===== config.mk =====
export PLATFORM = sky130hd
export DESIGN_NAME = psd_cfg
export DESIGN_NICKNAME = d
export VERILOG_FILES = /design/src/design/psd_pkg.sv /design/src/design/psd_cfg.sv
export SDC_FILE = /design/constraint.sdc
export NUM_CORES = 1
export LEC_CHECK = 0
export BUFFER_PORTS_ARGS = -buffer_cell sky130_fd_sc_hd__buf_2
export CAP_MARGIN = 25
export CORE_AREA = 2 2 210 212
export CTS_CLUSTER_SIZE = 8
export DETAILED_ROUTE_END_ITERATION = 8
export DIE_AREA = 0 0 212 214
export HOLD_SLACK_MARGIN = 0.08
export PLACE_DENSITY = 0.78
export SLEW_MARGIN = 20
export SYNTH_ARGS = -nofsm -noshare
export SYNTH_HDL_FRONTEND = slang
export SYNTH_SLANG_ARGS = --single-unit

===== constraint.sdc =====
create_clock -name clk -period 5.23 [get_ports clk]
set_clock_uncertainty 0.05 [all_clocks]
set_input_delay 0.7845 -clock clk [delete_from_list [all_inputs] [get_ports clk]]
set_output_delay 0.7845 -clock clk [all_outputs]
set_load 0.02 [all_outputs]

===== src/design/psd_pkg.sv =====
`timescale 1ns / 1ps
`default_nettype none

package psd_pkg;

    // Field widths
    localparam int POS_W      = 24;
    localparam int HEAD_W     = 16;
    localparam int STAMP_W    = 48;
    localparam int AGE_W      = 32;
    localparam int SETTLE_W   = 32;
    localparam int LIMIT_W    = 24;
    localparam int LIM2_W     = 2 * LIMIT_W;
    localparam int DIFF_W     = POS_W + 1;
    localparam int SQ_W       = 2 * DIFF_W;
    localparam int DIST_W     = SQ_W + 1;
    localparam int TURN_W     = HEAD_W + 1;
    localparam int STATUS_W   = 3;
    localparam int CFG_IDX_W  = 3;
    localparam int CFG_DATA_W = 48;

    // Register indexes on the configuration port
    localparam logic [CFG_IDX_W-1:0] REG_BASELINE    = 3'd0;
    localparam logic [CFG_IDX_W-1:0] REG_MAX_AGE     = 3'd1;
    localparam logic [CFG_IDX_W-1:0] REG_SETTLE      = 3'd2;
    localparam logic [CFG_IDX_W-1:0] REG_TRANS_LIMIT = 3'd3;
    localparam logic [CFG_IDX_W-1:0] REG_HEAD_LIMIT  = 3'd4;

    // Register reset values
    localparam logic [STAMP_W-1:0]  BASELINE_RESET    = '0;
    localparam logic [AGE_W-1:0]    MAX_AGE_RESET     = 32'd1000000;
    localparam logic [SETTLE_W-1:0] SETTLE_RESET      = 32'd1000000;
    localparam logic [LIMIT_W-1:0]  TRANS_LIMIT_RESET = 24'd50;
    localparam logic [LIM2_W-1:0]   LIM2_RESET        =
        LIM2_W'(TRANS_LIMIT_RESET) * LIM2_W'(TRANS_LIMIT_RESET);
    localparam logic [HEAD_W-1:0]   HEAD_LIMIT_RESET  = 16'd364;

    // Result status codes
    typedef enum logic [STATUS_W-1:0] {
        ST_INVALID      = 3'd0,
        ST_STALE        = 3'd1,
        ST_PRE_BASELINE = 3'd2,
        ST_DUPLICATE    = 3'd3,
        ST_FIRST_ANCHOR = 3'd4,
        ST_SETTLING     = 3'd5,
        ST_PROVEN       = 3'd6,
        ST_WAITING      = 3'd7
    } status_t;

    // One pose sample as held in the input register
    typedef struct packed {
        logic signed [POS_W-1:0] pos_x_mm;
        logic signed [POS_W-1:0] pos_y_mm;
        logic [HEAD_W-1:0]       heading;
        logic [STAMP_W-1:0]      sample_stamp_us;
        logic signed [AGE_W-1:0] sample_age_us;
        logic [STAMP_W-1:0]      observed_at_us;
        logic                    sample_valid;
    } sample_t;

    // Current register settings; the translation limit is kept squared
    typedef struct packed {
        logic [STAMP_W-1:0]  baseline_stamp_us;
        logic [AGE_W-1:0]    max_age_us;
        logic [SETTLE_W-1:0] settle_us;
        logic [LIM2_W-1:0]   trans_limit_sq;
        logic [HEAD_W-1:0]   heading_limit;
    } cfg_t;

    // Tracker clear request raised by a baseline write
    typedef struct packed {
        logic               clear;
        logic [STAMP_W-1:0] stamp;
    } clear_t;

    // One result
    typedef struct packed {
        logic    pose_ready;
        status_t status_code;
    } result_t;

endpackage

`default_nettype wire


===== src/design/psd_cfg.sv =====
`timescale 1ns / 1ps
`default_nettype none

module psd_cfg (
    input  logic                            clk,
    input  logic                            rst_n,
    input  logic                            wr_en,
    input  logic [psd_pkg::CFG_IDX_W-1:0]   index,
    input  logic [psd_pkg::CFG_DATA_W-1:0]  data,
    output psd_pkg::cfg_t                   cfg,
    output psd_pkg::clear_t                 clr
);
    import psd_pkg::*;

    logic [STAMP_W-1:0]  baseline_reg;
    logic [AGE_W-1:0]    max_age_reg;
    logic [SETTLE_W-1:0] settle_reg;
    logic [LIM2_W-1:0]   lim2_reg;
    logic [HEAD_W-1:0]   head_limit_reg;
    logic [LIMIT_W-1:0]  limit_wr;
    logic [LIM2_W-1:0]   lim2_next;

    // The translation limit is squared once, when it is written.
    assign limit_wr  = data[LIMIT_W-1:0];
    assign lim2_next = LIM2_W'(limit_wr) * LIM2_W'(limit_wr);

    // Register file
    always_ff @(posedge clk or negedge rst_n)
    begin
        if (!rst_n)
        begin
            baseline_reg   <= BASELINE_RESET;
            max_age_reg    <= MAX_AGE_RESET;
            settle_reg     <= SETTLE_RESET;
            lim2_reg       <= LIM2_RESET;
            head_limit_reg <= HEAD_LIMIT_RESET;
        end
        else if (wr_en)
        begin
            unique case (index)
                REG_BASELINE:    baseline_reg   <= data[STAMP_W-1:0];
                REG_MAX_AGE:     max_age_reg    <= data[AGE_W-1:0];
                REG_SETTLE:      settle_reg     <= data[SETTLE_W-1:0];
                REG_TRANS_LIMIT: lim2_reg       <= lim2_next;
                REG_HEAD_LIMIT:  head_limit_reg <= data[HEAD_W-1:0];
                default:         ;
            endcase
        end
    end

    assign cfg.baseline_stamp_us = baseline_reg;
    assign cfg.max_age_us        = max_age_reg;
    assign cfg.settle_us         = settle_reg;
    assign cfg.trans_limit_sq    = lim2_reg;
    assign cfg.heading_limit     = head_limit_reg;

    // A baseline write restarts the tracker from the new stamp.
    assign clr.clear = wr_en && (index == REG_BASELINE);
    assign clr.stamp = data[STAMP_W-1:0];

endmodule

`default_nettype wire


## After elaboration in Yosys (flattened, before gate mapping)

Index checks and enable logic that the tools add are counted.
W data, S select, Z words.

| word-level totals | value |
|---|---|
| register bits after elaboration | 176 |
| input bits | 54 |
| word-level logic and storage cells | 17 |
| output and inout port bits | 225 |

| operators by class | value |
|---|---|
| multipliers | 1 |
| reduce and logical (&&, ||, !) cells | 7 |
| equal/unequal tests | 4 |

Operator list:

| cell | count |
|---|---|
| $mul A24 B24 Y48 | 1 |
| $reduce_and A2 Y1 | 5 |
| $eq A3 B2 Y1 const B | 2 |
| $eq A3 B1 Y1 const B | 1 |
| $eq A3 B3 Y1 const B | 1 |
| $logic_not A3 Y1 | 1 |
| $logic_and A1 B1 Y1 | 1 |

## Longest topological paths before layout

| logic depth | value |
|---|---|
| depth in word-level cells | 2 |
| mapped depth | 28 |
| mapped depth without buffers | 26 |

## Worst setup path after synthesis

No wires, ideal clock.

| timing path | value |
|---|---|
| path kind | in2reg |
| from | input data[12] (netlist bit) |
| to | register lim2_reg[44] |
| library setup time | 0.131 ns |
| stages | 25 |
| path slack | -2.127 ns |
| required time | 5.049 ns |
| path buffers | 2 |
| data arrival time | 7.176 ns |
| cell sequence | clkbuf_1 > clkbuf_1 > nand2_1 > fa_1 > inv_1 > fa_1 > inv_1 > fa_1 > inv_1 > fa_1 > fa_1 > fa_1 > inv_1 > fa_1 > inv_1 > ha_1 > a21oi_1 > o21ai_1 > a221oi_1 > a31oi_2 > a311oi_2 > o31a_4 > o211a_1 > xor2_1 > o21ai_1 |

| between the ends | value |
|---|---|
| cells in the longest elaborated chain, start to end | 1 |

Ends and longest elaborated chain:

| item | line | text |
|---|---|---|
| start, declared | psd_cfg.sv:9 | `input logic [psd_pkg::CFG_DATA_W-1:0] data,` |
| $mul A24 B24 Y48 | psd_cfg.sv:25 | `assign lim2_next = LIM2_W'(limit_wr) * LIM2_W'(limit_wr);` |
| end signal, assigned | psd_cfg.sv:44 | `REG_TRANS_LIMIT: lim2_reg <= lim2_next;` |
| end, declared | psd_cfg.sv:18 | `logic [LIM2_W-1:0] lim2_reg;` |

Every way passes these cells.
A chain may end at the register's enable or synchronous reset.

## Final worst setup path

| timing path | value |
|---|---|
| from | input data[1] (netlist bit) |
| to | register lim2_reg[44] |

Same word-level chain as after synthesis.

==> impl_metrics.toml <==
[outcome]
violations = "setup timing"
status = "finished with violations"

[yosys]
synth_warnings = 0
syn_area_um2 = 23400
synth.top_cell.area_share = 0.361
synthDistinctLibCells = 63
synth_top_area_cell = "fa_1"
syn_avg_cell_area_um2 = 9.92
synth_edf_count = 0
seq_area_frac_synth = 0.189
synthArstFlopShare = 1.00
synthFlopType = "dfrtp_1"
synth.cells.most_frequent = "inv_1, fa_1, nand2_1"
yosys-top-cells-area = "fa_1, dfrtp_1, inv_1, ha_1, mux2_2"
syn_inst = 2356
yosysMostFrequentCell = "inv_1"
synth-seq-cells = 175
syn-num-nets = 3007

[sta]
max_freq_ghz = 0.150
timing.final.crit_period_ns = 6.66
maxSlewViolCount = 0
fin_crit_sh = 1.27
setup_violations = 38
setup_slack_ns = -1.43
hold_viol = 0
whs_ns = 0.358
slew-limit-headroom = 0.397
tightest_slew_ns = 0.905
rsz0062_at_grt = "true"

[global_routing]
antenna_found_initial = 0
grt_pass1_vias = 20700
grt_overflow = 0
grt_usage = 0.294
grt_pass1_wl_mm = 105
grt_start_max_net_pins = 96

[floorplan]
ios = 279
rows = 76
die_h_um = 214
core_area_um2 = 42900
dieArea_um2 = 45400
start_util = 0.545
die-width_um = 212

[setup_path]
slowest_stage = "fa_1"
cpPeakStageDelay_ns = 0.55
crit_required_ns = 5.57
endpoint_kind = "flop"
crit_type = "input pin to flop"
arrival_ns = 6.99
crit_path_start_kind = "input pin"
crit_top_cell = "fa_1"
critPathMaxFanout = 5

[clocking]
cts_buffers = 17
cts_tree = "done"
cts.htree.levels = 4
clk_pin_slew_worst_paths_ns = 0.09
clk_latency_ns = 0.47
cts_hold_buf = 0
cts_max_path_buffers = 2
clock_sinks = 175
cts-root-buf = "clkbuf_16"

[place]
gp_congestion = 0.917
dp_hpwl_mm = 52.1
io_buffers = 277

[routing]
wl_per_cell_um = 18.3
first_pass_iters = 5
vias = 18200
via_per_inst = 5.18
first_iter_violations = 846
wl_mm = 64.2
drc = 0
drtAntennaViolNets = 0

[job]
max-cap-violations = 0

[worst_hold_path]
hp-class = "input pin to asynchronous set/reset pin"

[layout]
largest_reg_flops = 48
syn_to_final_growth_pct = 28.9
antenna_cells = 0
final_layout_size_suffix_gt1_frac = 0.381
nets = 3562
[kinds of logic after synthesis]
group | after synthesis | synth area share
DFF | 175 | 0.189
buffers and inverters | 749 | 0.128
xor gates and xnor gates | 51 | 0.0191
and+or+nand+nor | 467 | 0.0949
AOI/OAI and AO/OA | 185 | 0.0510
other | 1 | 0.000160
muxes | 131 | 0.0630
adders and majority gates | 597 | 0.455
[worst paths after layout]
check,from,endpoint,slack (ns),cells after the start
hold / removal,rst_n,settle_reg[24],0.36,1
max in group asynchronous,rst_n,max_age_reg[5],3.57,2
min in group clk,lim2_reg[11],lim2_reg[11],0.43,2
setup / recovery,data[1],lim2_reg[44],-1.43,28
setup reg to reg,lim2_reg[43],lim2_reg[43],4.14,2
hold reg to reg,lim2_reg[11],lim2_reg[11],0.43,2
[layer usage]
metal | wire length, um | share of wire | global-route usage | vias up
met2 | 35500 | 0.55 | 0.537 | 550
met5 | 0 | 0 | 0 | -
met1 | 23200 | 0.36 | 0.340 | 9299
li1 | - | - | - | 8117
met3 | 2580 | 0.040 | 0.0361 | 219
met4 | 2980 | 0.046 | 0.141 | 0
[repair_timing]
| item | 4_1_cts | 5_1_grt |
|---|---|---|
| cloned | 0 | 0 |
| setup endpoints to repair | 39 | 40 |
| gates resized for setup | 202 | 106 |
| setup buffers | 28 | 14 |
| pin swaps | 115 | 71 |
[critical path: cells and delay by family]
kind,cells,cell delay [ns]
xor gates and xnor gates,1,0.14
and+or+nand+nor,2,0.14
AOI/OAI and AO/OA,7,1.48
buffers and inverters,10,0.66
adders and majority gates,8,3.76
[metrics by stage]
| step | worst slack, ns | std cells | instance area (um2) | TNS, ns | utilization |
|---|---|---|---|---|---|
| 4_1_cts | -1.34 | 3496 | 29600 | -36.96 | 0.691 |
| 6_report | -1.43 | 3509 | 30100 | -40.61 | 0.703 |
| 2_1_floorplan | -1.58 | 2356 | 24200 | -39.07 | - |
| 5_1_grt | -1.57 | 3509 | 30100 | -46.50 | 0.703 |
| 3_5_place_dp | -2.22 | 3436 | 28000 | -65.50 | 0.652 |
| 3_3_place_gp | -2.10 | 3436 | 28000 | -61.57 | 0.652 |
[cell usage in the layout, fill, tap and decap left out, types with 12 or more instances in the layout]
cell         n
xnor2_1     17
a21o_1      23
buf_8       13
nand2_1    200
dfstp_2     24
inv_2       30
inv_1      564
buf_6       45
and2_1     103
o21ai_1     34
fa_1       404
ha_1       151
nand2_2     34
mux2_2     129
buf_4      371
clkbuf_16   17
buf_2      254
nand2_4     12
ha_4        20
o21ai_0     14
and2_4      19
dfrtp_1    151
xor2_1      15
fa_2        18
nor2_1      24
a21oi_1     28
a21oi_2     15
nand4_1     12
[layout make-up]
type | instances | area, um2
multi-input cells | 1432 | 17200
fillers | 2935 | 12700
repair buffers | 690 | 4910
flip-flops and latches | 175 | 4410
inverters | 595 | 2240
well taps | 585 | 732
clock buffers | 17 | 425
clock inverters | 15 | 223
Power is left out: the tool's default activity adds up to more than one toggle a clock period on the data nets, which glitch-free logic cannot reach.
