$ cat src/design/psd_pkg.sv
`timescale 1ns / 1ps
`default_nettype none

package psd_pkg;

    // Field widths
    localparam int POS_W      = 24;
    localparam int HEAD_W     = 16;
    localparam int STAMP_W    = 48;
    localparam int AGE_W      = 32;
    localparam int SETTLE_W   = 32;
    localparam int LIMIT_W    = 24;
    localparam int LIM2_W     = 2 * LIMIT_W;
    localparam int DIFF_W     = POS_W + 1;
    localparam int SQ_W       = 2 * DIFF_W;
    localparam int DIST_W     = SQ_W + 1;
    localparam int TURN_W     = HEAD_W + 1;
    localparam int STATUS_W   = 3;
    localparam int CFG_IDX_W  = 3;
    localparam int CFG_DATA_W = 48;

    // Register indexes on the configuration port
    localparam logic [CFG_IDX_W-1:0] REG_BASELINE    = 3'd0;
    localparam logic [CFG_IDX_W-1:0] REG_MAX_AGE     = 3'd1;
    localparam logic [CFG_IDX_W-1:0] REG_SETTLE      = 3'd2;
    localparam logic [CFG_IDX_W-1:0] REG_TRANS_LIMIT = 3'd3;
    localparam logic [CFG_IDX_W-1:0] REG_HEAD_LIMIT  = 3'd4;

    // Register reset values
    localparam logic [STAMP_W-1:0]  BASELINE_RESET    = '0;
    localparam logic [AGE_W-1:0]    MAX_AGE_RESET     = 32'd1000000;
    localparam logic [SETTLE_W-1:0] SETTLE_RESET      = 32'd1000000;
    localparam logic [LIMIT_W-1:0]  TRANS_LIMIT_RESET = 24'd50;
    localparam logic [LIM2_W-1:0]   LIM2_RESET        =
        LIM2_W'(TRANS_LIMIT_RESET) * LIM2_W'(TRANS_LIMIT_RESET);
    localparam logic [HEAD_W-1:0]   HEAD_LIMIT_RESET  = 16'd364;

    // Result status codes
    typedef enum logic [STATUS_W-1:0] {
        ST_INVALID      = 3'd0,
        ST_STALE        = 3'd1,
        ST_PRE_BASELINE = 3'd2,
        ST_DUPLICATE    = 3'd3,
        ST_FIRST_ANCHOR = 3'd4,
        ST_SETTLING     = 3'd5,
        ST_PROVEN       = 3'd6,
        ST_WAITING      = 3'd7
    } status_t;

    // One pose sample as held in the input register
    typedef struct packed {
        logic signed [POS_W-1:0] pos_x_mm;
        logic signed [POS_W-1:0] pos_y_mm;
        logic [HEAD_W-1:0]       heading;
        logic [STAMP_W-1:0]      sample_stamp_us;
        logic signed [AGE_W-1:0] sample_age_us;
        logic [STAMP_W-1:0]      observed_at_us;
        logic                    sample_valid;
    } sample_t;

    // Current register settings; the translation limit is kept squared
    typedef struct packed {
        logic [STAMP_W-1:0]  baseline_stamp_us;
        logic [AGE_W-1:0]    max_age_us;
        logic [SETTLE_W-1:0] settle_us;
        logic [LIM2_W-1:0]   trans_limit_sq;
        logic [HEAD_W-1:0]   heading_limit;
    } cfg_t;

    // Tracker clear request raised by a baseline write
    typedef struct packed {
        logic               clear;
        logic [STAMP_W-1:0] stamp;
    } clear_t;

    // One result
    typedef struct packed {
        logic    pose_ready;
        status_t status_code;
    } result_t;

endpackage

`default_nettype wire

$ cat src/design/psd_track.sv
`timescale 1ns / 1ps
`default_nettype none

module psd_track (
    input  logic              clk,
    input  logic              rst_n,
    input  logic              fire,
    input  psd_pkg::sample_t  smp,
    input  psd_pkg::cfg_t     cfg,
    input  psd_pkg::clear_t   clr,
    output psd_pkg::result_t  res
);
    import psd_pkg::*;

    logic [STAMP_W-1:0]      last_stamp_reg, last_stamp_next;
    logic signed [POS_W-1:0] anchor_x_reg, anchor_x_next;
    logic signed [POS_W-1:0] anchor_y_reg, anchor_y_next;
    logic [HEAD_W-1:0]       anchor_head_reg, anchor_head_next;
    logic [STAMP_W-1:0]      settle_start_reg, settle_start_next;
    logic                    anchor_present_reg, anchor_present_next;
    logic                    ready_flag_reg, ready_flag_next;

    logic [AGE_W-1:0]         age_u;
    logic                     stale;
    logic signed [DIFF_W-1:0] dx;
    logic signed [DIFF_W-1:0] dy;
    logic signed [SQ_W-1:0]   dx_sq;
    logic signed [SQ_W-1:0]   dy_sq;
    logic [DIST_W-1:0]        dist_sq;
    logic [HEAD_W-1:0]        dh;
    logic [TURN_W-1:0]        turn;
    logic                     moved;
    logic [STAMP_W-1:0]       elapsed;
    logic                     settled;
    logic                     ready;
    status_t                  status;

    // Freshness: a negative age is stale as well as one above the limit.
    assign age_u = unsigned'(smp.sample_age_us);
    assign stale = age_u[AGE_W-1] || (age_u > cfg.max_age_us);

    // Squared distance from the anchor.
    assign dx      = DIFF_W'(smp.pos_x_mm) - DIFF_W'(anchor_x_reg);
    assign dy      = DIFF_W'(smp.pos_y_mm) - DIFF_W'(anchor_y_reg);
    assign dx_sq   = dx * dx;
    assign dy_sq   = dy * dy;
    assign dist_sq = DIST_W'(unsigned'(dx_sq)) + DIST_W'(unsigned'(dy_sq));

    // Heading change wrapped to half a turn either way.
    assign dh   = smp.heading - anchor_head_reg;
    assign turn = dh[HEAD_W-1] ? ((TURN_W'(1) << HEAD_W) - TURN_W'(dh)) : TURN_W'(dh);

    assign moved = (dist_sq > DIST_W'(cfg.trans_limit_sq))
                || (turn > TURN_W'(cfg.heading_limit));

    // Settle test; an observation before the anchor time never settles.
    assign elapsed = smp.observed_at_us - settle_start_reg;
    assign settled = (smp.observed_at_us >= settle_start_reg)
                  && (elapsed >= STAMP_W'(cfg.settle_us));

    // Classification and next tracker state
    always_comb
    begin
        last_stamp_next     = last_stamp_reg;
        anchor_x_next       = anchor_x_reg;
        anchor_y_next       = anchor_y_reg;
        anchor_head_next    = anchor_head_reg;
        settle_start_next   = settle_start_reg;
        anchor_present_next = anchor_present_reg;
        ready_flag_next     = ready_flag_reg;
        ready               = 1'b0;
        status              = ST_INVALID;

        priority if (!smp.sample_valid || (cfg.max_age_us == '0))
        begin
            status = ST_INVALID;
        end
        else if (stale)
        begin
            status = ST_STALE;
        end
        else if (smp.sample_stamp_us <= cfg.baseline_stamp_us)
        begin
            status = ST_PRE_BASELINE;
        end
        else if (smp.sample_stamp_us <= last_stamp_reg)
        begin
            status = ST_DUPLICATE;
            ready  = ready_flag_reg;
        end
        else
        begin
            last_stamp_next = smp.sample_stamp_us;
            priority if (!anchor_present_reg || moved)
            begin
                anchor_x_next     = smp.pos_x_mm;
                anchor_y_next     = smp.pos_y_mm;
                anchor_head_next  = smp.heading;
                settle_start_next = smp.observed_at_us;
                if (!anchor_present_reg)
                begin
                    anchor_present_next = 1'b1;
                    status              = ST_FIRST_ANCHOR;
                end
                else
                begin
                    ready_flag_next = 1'b0;
                    status          = ST_SETTLING;
                end
            end
            else
            begin
                ready_flag_next = settled;
                ready           = settled;
                status          = settled ? ST_PROVEN : ST_WAITING;
            end
        end
    end

    assign res.pose_ready  = ready;
    assign res.status_code = status;

    // Tracker state
    always_ff @(posedge clk or negedge rst_n)
    begin
        if (!rst_n)
        begin
            last_stamp_reg     <= BASELINE_RESET;
            anchor_x_reg       <= '0;
            anchor_y_reg       <= '0;
            anchor_head_reg    <= '0;
            settle_start_reg   <= '0;
            anchor_present_reg <= 1'b0;
            ready_flag_reg     <= 1'b0;
        end
        else if (clr.clear)
        begin
            last_stamp_reg     <= clr.stamp;
            anchor_x_reg       <= '0;
            anchor_y_reg       <= '0;
            anchor_head_reg    <= '0;
            settle_start_reg   <= '0;
            anchor_present_reg <= 1'b0;
            ready_flag_reg     <= 1'b0;
        end
        else if (fire)
        begin
            last_stamp_reg     <= last_stamp_next;
            anchor_x_reg       <= anchor_x_next;
            anchor_y_reg       <= anchor_y_next;
            anchor_head_reg    <= anchor_head_next;
            settle_start_reg   <= settle_start_next;
            anchor_present_reg <= anchor_present_next;
            ready_flag_reg     <= ready_flag_next;
        end
    end

endmodule

`default_nettype wire

$ cat config.mk
export PLATFORM = sky130hd
export DESIGN_NAME = psd_track
export DESIGN_NICKNAME = d
export VERILOG_FILES = /design/src/design/psd_pkg.sv /design/src/design/psd_track.sv
export SDC_FILE = /design/constraint.sdc
export NUM_CORES = 2
export LEC_CHECK = 0
export ABC_CLOCK_PERIOD_IN_PS = 16000
export BUFFER_PORTS_ARGS = -buffer_cell sky130_fd_sc_hd__buf_4
export CORE_MARGIN = 4
export CORE_UTILIZATION = 62
export CTS_CLUSTER_DIAMETER = 80
export DETAILED_ROUTE_END_ITERATION = 10
export GPL_TIMING_DRIVEN = 0
export HOLD_SLACK_MARGIN = 0.02
export PLACE_DENSITY_LB_ADDON = 0.3
export SLEW_MARGIN = 0
export SYNTH_ARGS = -nofsm -noshare
export SYNTH_HDL_FRONTEND = slang
export SYNTH_SLANG_ARGS = --single-unit
$ cat constraint.sdc
create_clock -name clk -period 16 [get_ports clk]
set_input_delay 0.8 -clock clk [delete_from_list [all_inputs] [get_ports clk]]
set_output_delay 0.8 -clock clk [all_outputs]
set_load 0.005 [all_outputs]
---- After elaboration in Yosys (flattened, before gate mapping) ----
Cells that the tools add are included.
storage, ports and cells
  bits of input ports ..................... 421
  flip-flop bits (word level) ............. 162
operators by class
  multiplexer cells ....................... 62
  $mul .................................... 2
  equality and inequality tests ........... 5
  $add $sub $neg .......................... 6
  $lt $le $gt $ge ......................... 7
  reduce and logical (&&, ||, !) cells .... 13
operators with widths
  cell                                                number
  two-way mux 48 bit                                  13
  two-way mux 24 bit                                  14
  two-way mux 16 bit                                  7
  multiplier 25 x 25 -> 50 bit                        2
  <= comparator 48 bit                                2
  adder 50 x 50 -> 51 bit                             1
  greater-than comparator 51 x 48 -> 1 bit            1
  subtractor 24 x 24 -> 25 bit                        2
  >= comparator 48 x 32 -> 1 bit                      1
  >= comparator 48 bit                                1
  subtractor 48 bit                                   1
  greater-than comparator 32 bit                      1
  zero test 32 bit                                    1
  two-way mux 1 bit                                   22
  greater-than comparator 17 x 16 -> 1 bit            1
  two-way mux 17 bit                                  1
  subtractor 17 x 16 -> 17 bit, first input constant  1
  subtractor 16 bit                                   1
  two-way mux 3 bit                                   5
  AND reduction 6 bit                                 2
  inequality test 2 bit, second input constant        4
  AND reduction 5 bit                                 1
  logical OR 1 bit                                    4
  nonzero test 2 bit                                  2
  3 further kinds                                     4

---- Logic depth before layout (Yosys ltp) ----
  depth in word-level cells ............... 13
  depth in mapped cells ................... 68
  gate-level depth less buffers ........... 64

---- Least setup slack after synthesis ----
OpenSTA, ideal clock, no wires.
  path kind ............................... input -> output
  from .................................... in smp[145] in the netlist's numbering
  to ...................................... out res[3] in the netlist's numbering
  arrival ................................. 13.458 ns
  setup slack ............................. 1.742 ns
  stages on the path ...................... 63
  cell sequence ........................... inv_1 > ha_1 > inv_1 > fa_1 > a21o_1 > a21oi_1 > o21ai_1 > a31oi_1 > a21oi_1 > a21oi_1 > o21ai_0 > a21o_1 > a21o_1 > xnor2_1 > inv_1 > buf_1 > nand2_1 > fa_1 > (+27 left out) > o21ai_2 > a31oi_1 > nor2b_1 > xnor2_1 > ha_1 > a21o_1 > a21o_1 > a21oi_1 > o211ai_1 > a2111o_1 > a21oi_1 > a31oi_1 > and4b_1 > o2111a_1 > o21ai_0 > a21oi_1 > a41o_1 > buf_4
between the ends
  cells in the longest elaborated chain, start to end .. 11
ends and longest elaborated chain
  what                                      line             RTL
  from (decl)                               psd_track.sv:8   input psd_pkg::sample_t smp,
  subtractor 24 x 24 -> 25 bit              psd_track.sv:44  assign dy = DIFF_W'(smp.pos_y_mm) - DIFF_W'(anchor_y_reg);
  multiplier 25 x 25 -> 50 bit              psd_track.sv:46  assign dy_sq = dy * dy;
  adder 50 x 50 -> 51 bit                   psd_track.sv:47  assign dist_sq = DIST_W'(unsigned'(dx_sq)) + DIST_W'(unsigned'(dy_sq));
  greater-than comparator 51 x 48 -> 1 bit  psd_track.sv:53  assign moved = (dist_sq > DIST_W'(cfg.trans_limit_sq))
  logical OR 1 bit                          psd_track.sv:54  || (turn > TURN_W'(cfg.heading_limit));
  logical OR 1 bit                          psd_track.sv:94  priority if (!anchor_present_reg || moved)
  two-way mux 1 bit                         psd_track.sv:94
  two-way mux 1 bit                         psd_track.sv:86  else if (smp.sample_stamp_us <= last_stamp_reg)
  two-way mux 1 bit                         psd_track.sv:82  else if (smp.sample_stamp_us <= cfg.baseline_stamp_us)
  two-way mux 1 bit                         psd_track.sv:78  else if (stale)
  two-way mux 1 bit                         psd_track.sv:74  priority if (!smp.sample_valid || (cfg.max_age_us == '0))
  to (decl)                                 psd_track.sv:11  output psd_pkg::result_t res
Every way passes these cells.

==> results.ini <==
[run_status]
status = finished clean

[sta]
final_hold_viol_count = 0
tightestPinTransition_ns = 1.049
finalSetupViolCount = 0
min_period_ns = 15.80
setup-tns-final_ns = 0
slew-limit-headroom = 0.2959
fin_worst_skew_ns = 0.03028
slew_viol_final = 0
timing.hold.ws_ns = 0.2188
timing.final.crit_share = 0.9877
fmax_mhz = 63.28

[synth]
ys.flop_type = dfrtp_1
syn_area_sq_um = 61570
async_flop_share = 1.000
ys_seq_area_frac = 0.06584
yosysWarnings = 0
synth_nets = 9285
ys_ff_latch = 162
ys_types = 91
synth_edf_count = 0
syn_avg_cell_area_sq_um = 8.839
syn_inst = 6966

[finish]
fin_util = 0.7002
fill_cells = 7758
area_delta_synth_final_pct = 11.92
final_cell_mix = 1,818 x inv_1, 1,208 x fa_1, 655 x ha_1
final_common_cell = inv_1
drive_gt1_frac = 0.1096
nets = 9797

[setup_path]
required_ns = 15.20
reg2reg_from = anchor_y_reg[1]
worstSetupStartpoint = smp[145]
cp_common_cell = inv_1
critical_path_class = input port to output port
reg2reg_depth = 60
reg2reg_to = settle_start_reg[4]
cp_max_fo = 10
worstPathArrival_ns = 15.00
crit_path_end = res[1]
cp_slowest_cell = fa_1
critPathLaunchType = input port
slowest_delay_ns = 0.58
rrSetupSlack_ns = 0.88
cp-end-kind = output port

[floorplanning]
die_h_um = 323.1
row_count = 115
die_w_um = 323.1
io_pins = 425
coreArea_sq_um = 98420
start_util = 0.6256
die_area_sq_um = 104400

[routing]
post-route-drc-count = 0
antenna_left = 0
wl_mm = 184.8
vias_per_cell = 5.721
num_vias = 50290
drt_first_pass_iters = 9
wl_per_cell_um = 21.03
drtIter0Drc = 4121

[clock_network]
clk-insertion-delay-late_ns = 0.52
cts_root_buf = clkbuf_16
cts.clk_slew.worst_paths_ns = 0.07
holdBufCountCts = 0
h-tree-depth = 4
cts_tree = yes
clock_sinks = 162
cts_buffers = 17
cts_buffer_depth = 2

[global_route]
grt_max_degree = 109
antenna_found_initial = 17
use_met3 = 0.09010
grt-busiest-layer = met2
grt_pass1_vias = 53200
gr-usage-met2 = 0.5916
grtUsageMet1 = 0.4456
grt_pass1_wl_mm = 286.1
grt_usage = 0.3586
grt_overflow = 0

[placed_design]
portBuffers = 423
hpwl_mm = 156.8
gp_congestion = 1.064

[min_path]
hp-class = input port to asynchronous set/reset pin

[flow_run]
max_cap_viol_count = 0

-- how the worst min path moves through the flow --
stage                                end  slack (ns)  cells after the start
floorplan            anchor_head_reg[10]        0.49                      2
global placement        anchor_y_reg[14]        0.50                      2
detailed placement  settle_start_reg[28]        0.51                      2
CTS                     anchor_x_reg[11]        0.22                      1
global route        settle_start_reg[26]        0.24                      1
finish              settle_start_reg[26]        0.22                      1
-- worst max-delay path, delay by kind of cell --
| kind | cells | cell delay [ns] |
|---|---|---|
| simple gates | 6 | 0.91 |
| buf+inv | 14 | 1.81 |
| compound gates | 29 | 6.20 |
| fa+ha+maj | 11 | 4.87 |
| xor+xnor | 2 | 0.36 |
-- metal layers --
layer | wire (um) | vias to the layer above
li1 | - | 22540
met1 | 68770 | 24930
met2 | 86920 | 2260
met3 | 18120 | 544
met4 | 10910 | 14
met5 | 103 | -
-- metrics by stage --
step | cell area, sq um | setup slack, ns | std cells
floorplan | 61570 | 1.742 | 6966
global placement | 66360 | -2.537 | 8676
detailed placement | 66410 | -2.618 | 8678
CTS | 67730 | 0.01084 | 8730
global route | 68890 | -0.2107 | 8780
finish | 68920 | 0.1962 | 8790
-- Yosys cell counts (40+ instances only) --
| master | n | area [sq um] |
|---|---|---|
| o21ai_0 | 161 | 805.8 |
| nor2_1 | 557 | 2091 |
| clkbuf_1 | 130 | 488.0 |
| o21bai_1 | 42 | 315.3 |
| and3_1 | 40 | 250.2 |
| a21o_1 | 206 | 1546 |
| nand3_1 | 65 | 325.3 |
| a21oi_1 | 265 | 1326 |
| and2_1 | 43 | 269.0 |
| inv_1 | 1827 | 6858 |
| o21a_1 | 50 | 375.4 |
| mux2i_1 | 159 | 1592 |
| xnor2_1 | 196 | 1717 |
| nand2_1 | 518 | 1944 |
| fa_1 | 1219 | 24400 |
| nand4_1 | 61 | 381.6 |
| nor3_1 | 48 | 240.2 |
| nor2b_1 | 59 | 369.1 |
| ha_1 | 679 | 8496 |
| dfrtp_1 | 162 | 4054 |
| xor2_1 | 68 | 595.6 |
-- logic make-up after synthesis --
logic type	count (synthesis)	synth area share
multiplexers	162	0.02640
buffers and inverters	2010	0.1254
flip-flops	162	0.06584
XOR/XNOR	265	0.03782
AND/OR/NAND/NOR	1528	0.1108
AO/OA/AOI/OAI	941	0.09939
adder cells (fa/ha/maj)	1898	0.5343
-- final cells by class --
cell class                 count  area (sq um)  share of cell area
antenna                       12         30.03           0.0004357
buffer                       163         939.7             0.01363
clock buffer                  20         446.7            0.006481
clock inverter                12         170.2            0.002469
inverter                    1841          6938              0.1007
multi-input combinational   4794         50930              0.7390
sequential                   162          4054             0.05882
tap                         1287          1610             0.02337
timing repair buffer         499          3797             0.05510
-- repair_timing --
| action | CTS | global route |
|---|---|---|
| buffers inserted | 23 | 50 |
| setup endpoints to repair | 116 | 79 |
| cloned | 0 | 1 |
| pin swaps | 22 | 71 |
| resized for setup | 137 | 218 |
Power is left out: the tool's default activity adds up to more than one toggle a clock period on the data nets, which glitch-free logic cannot reach.
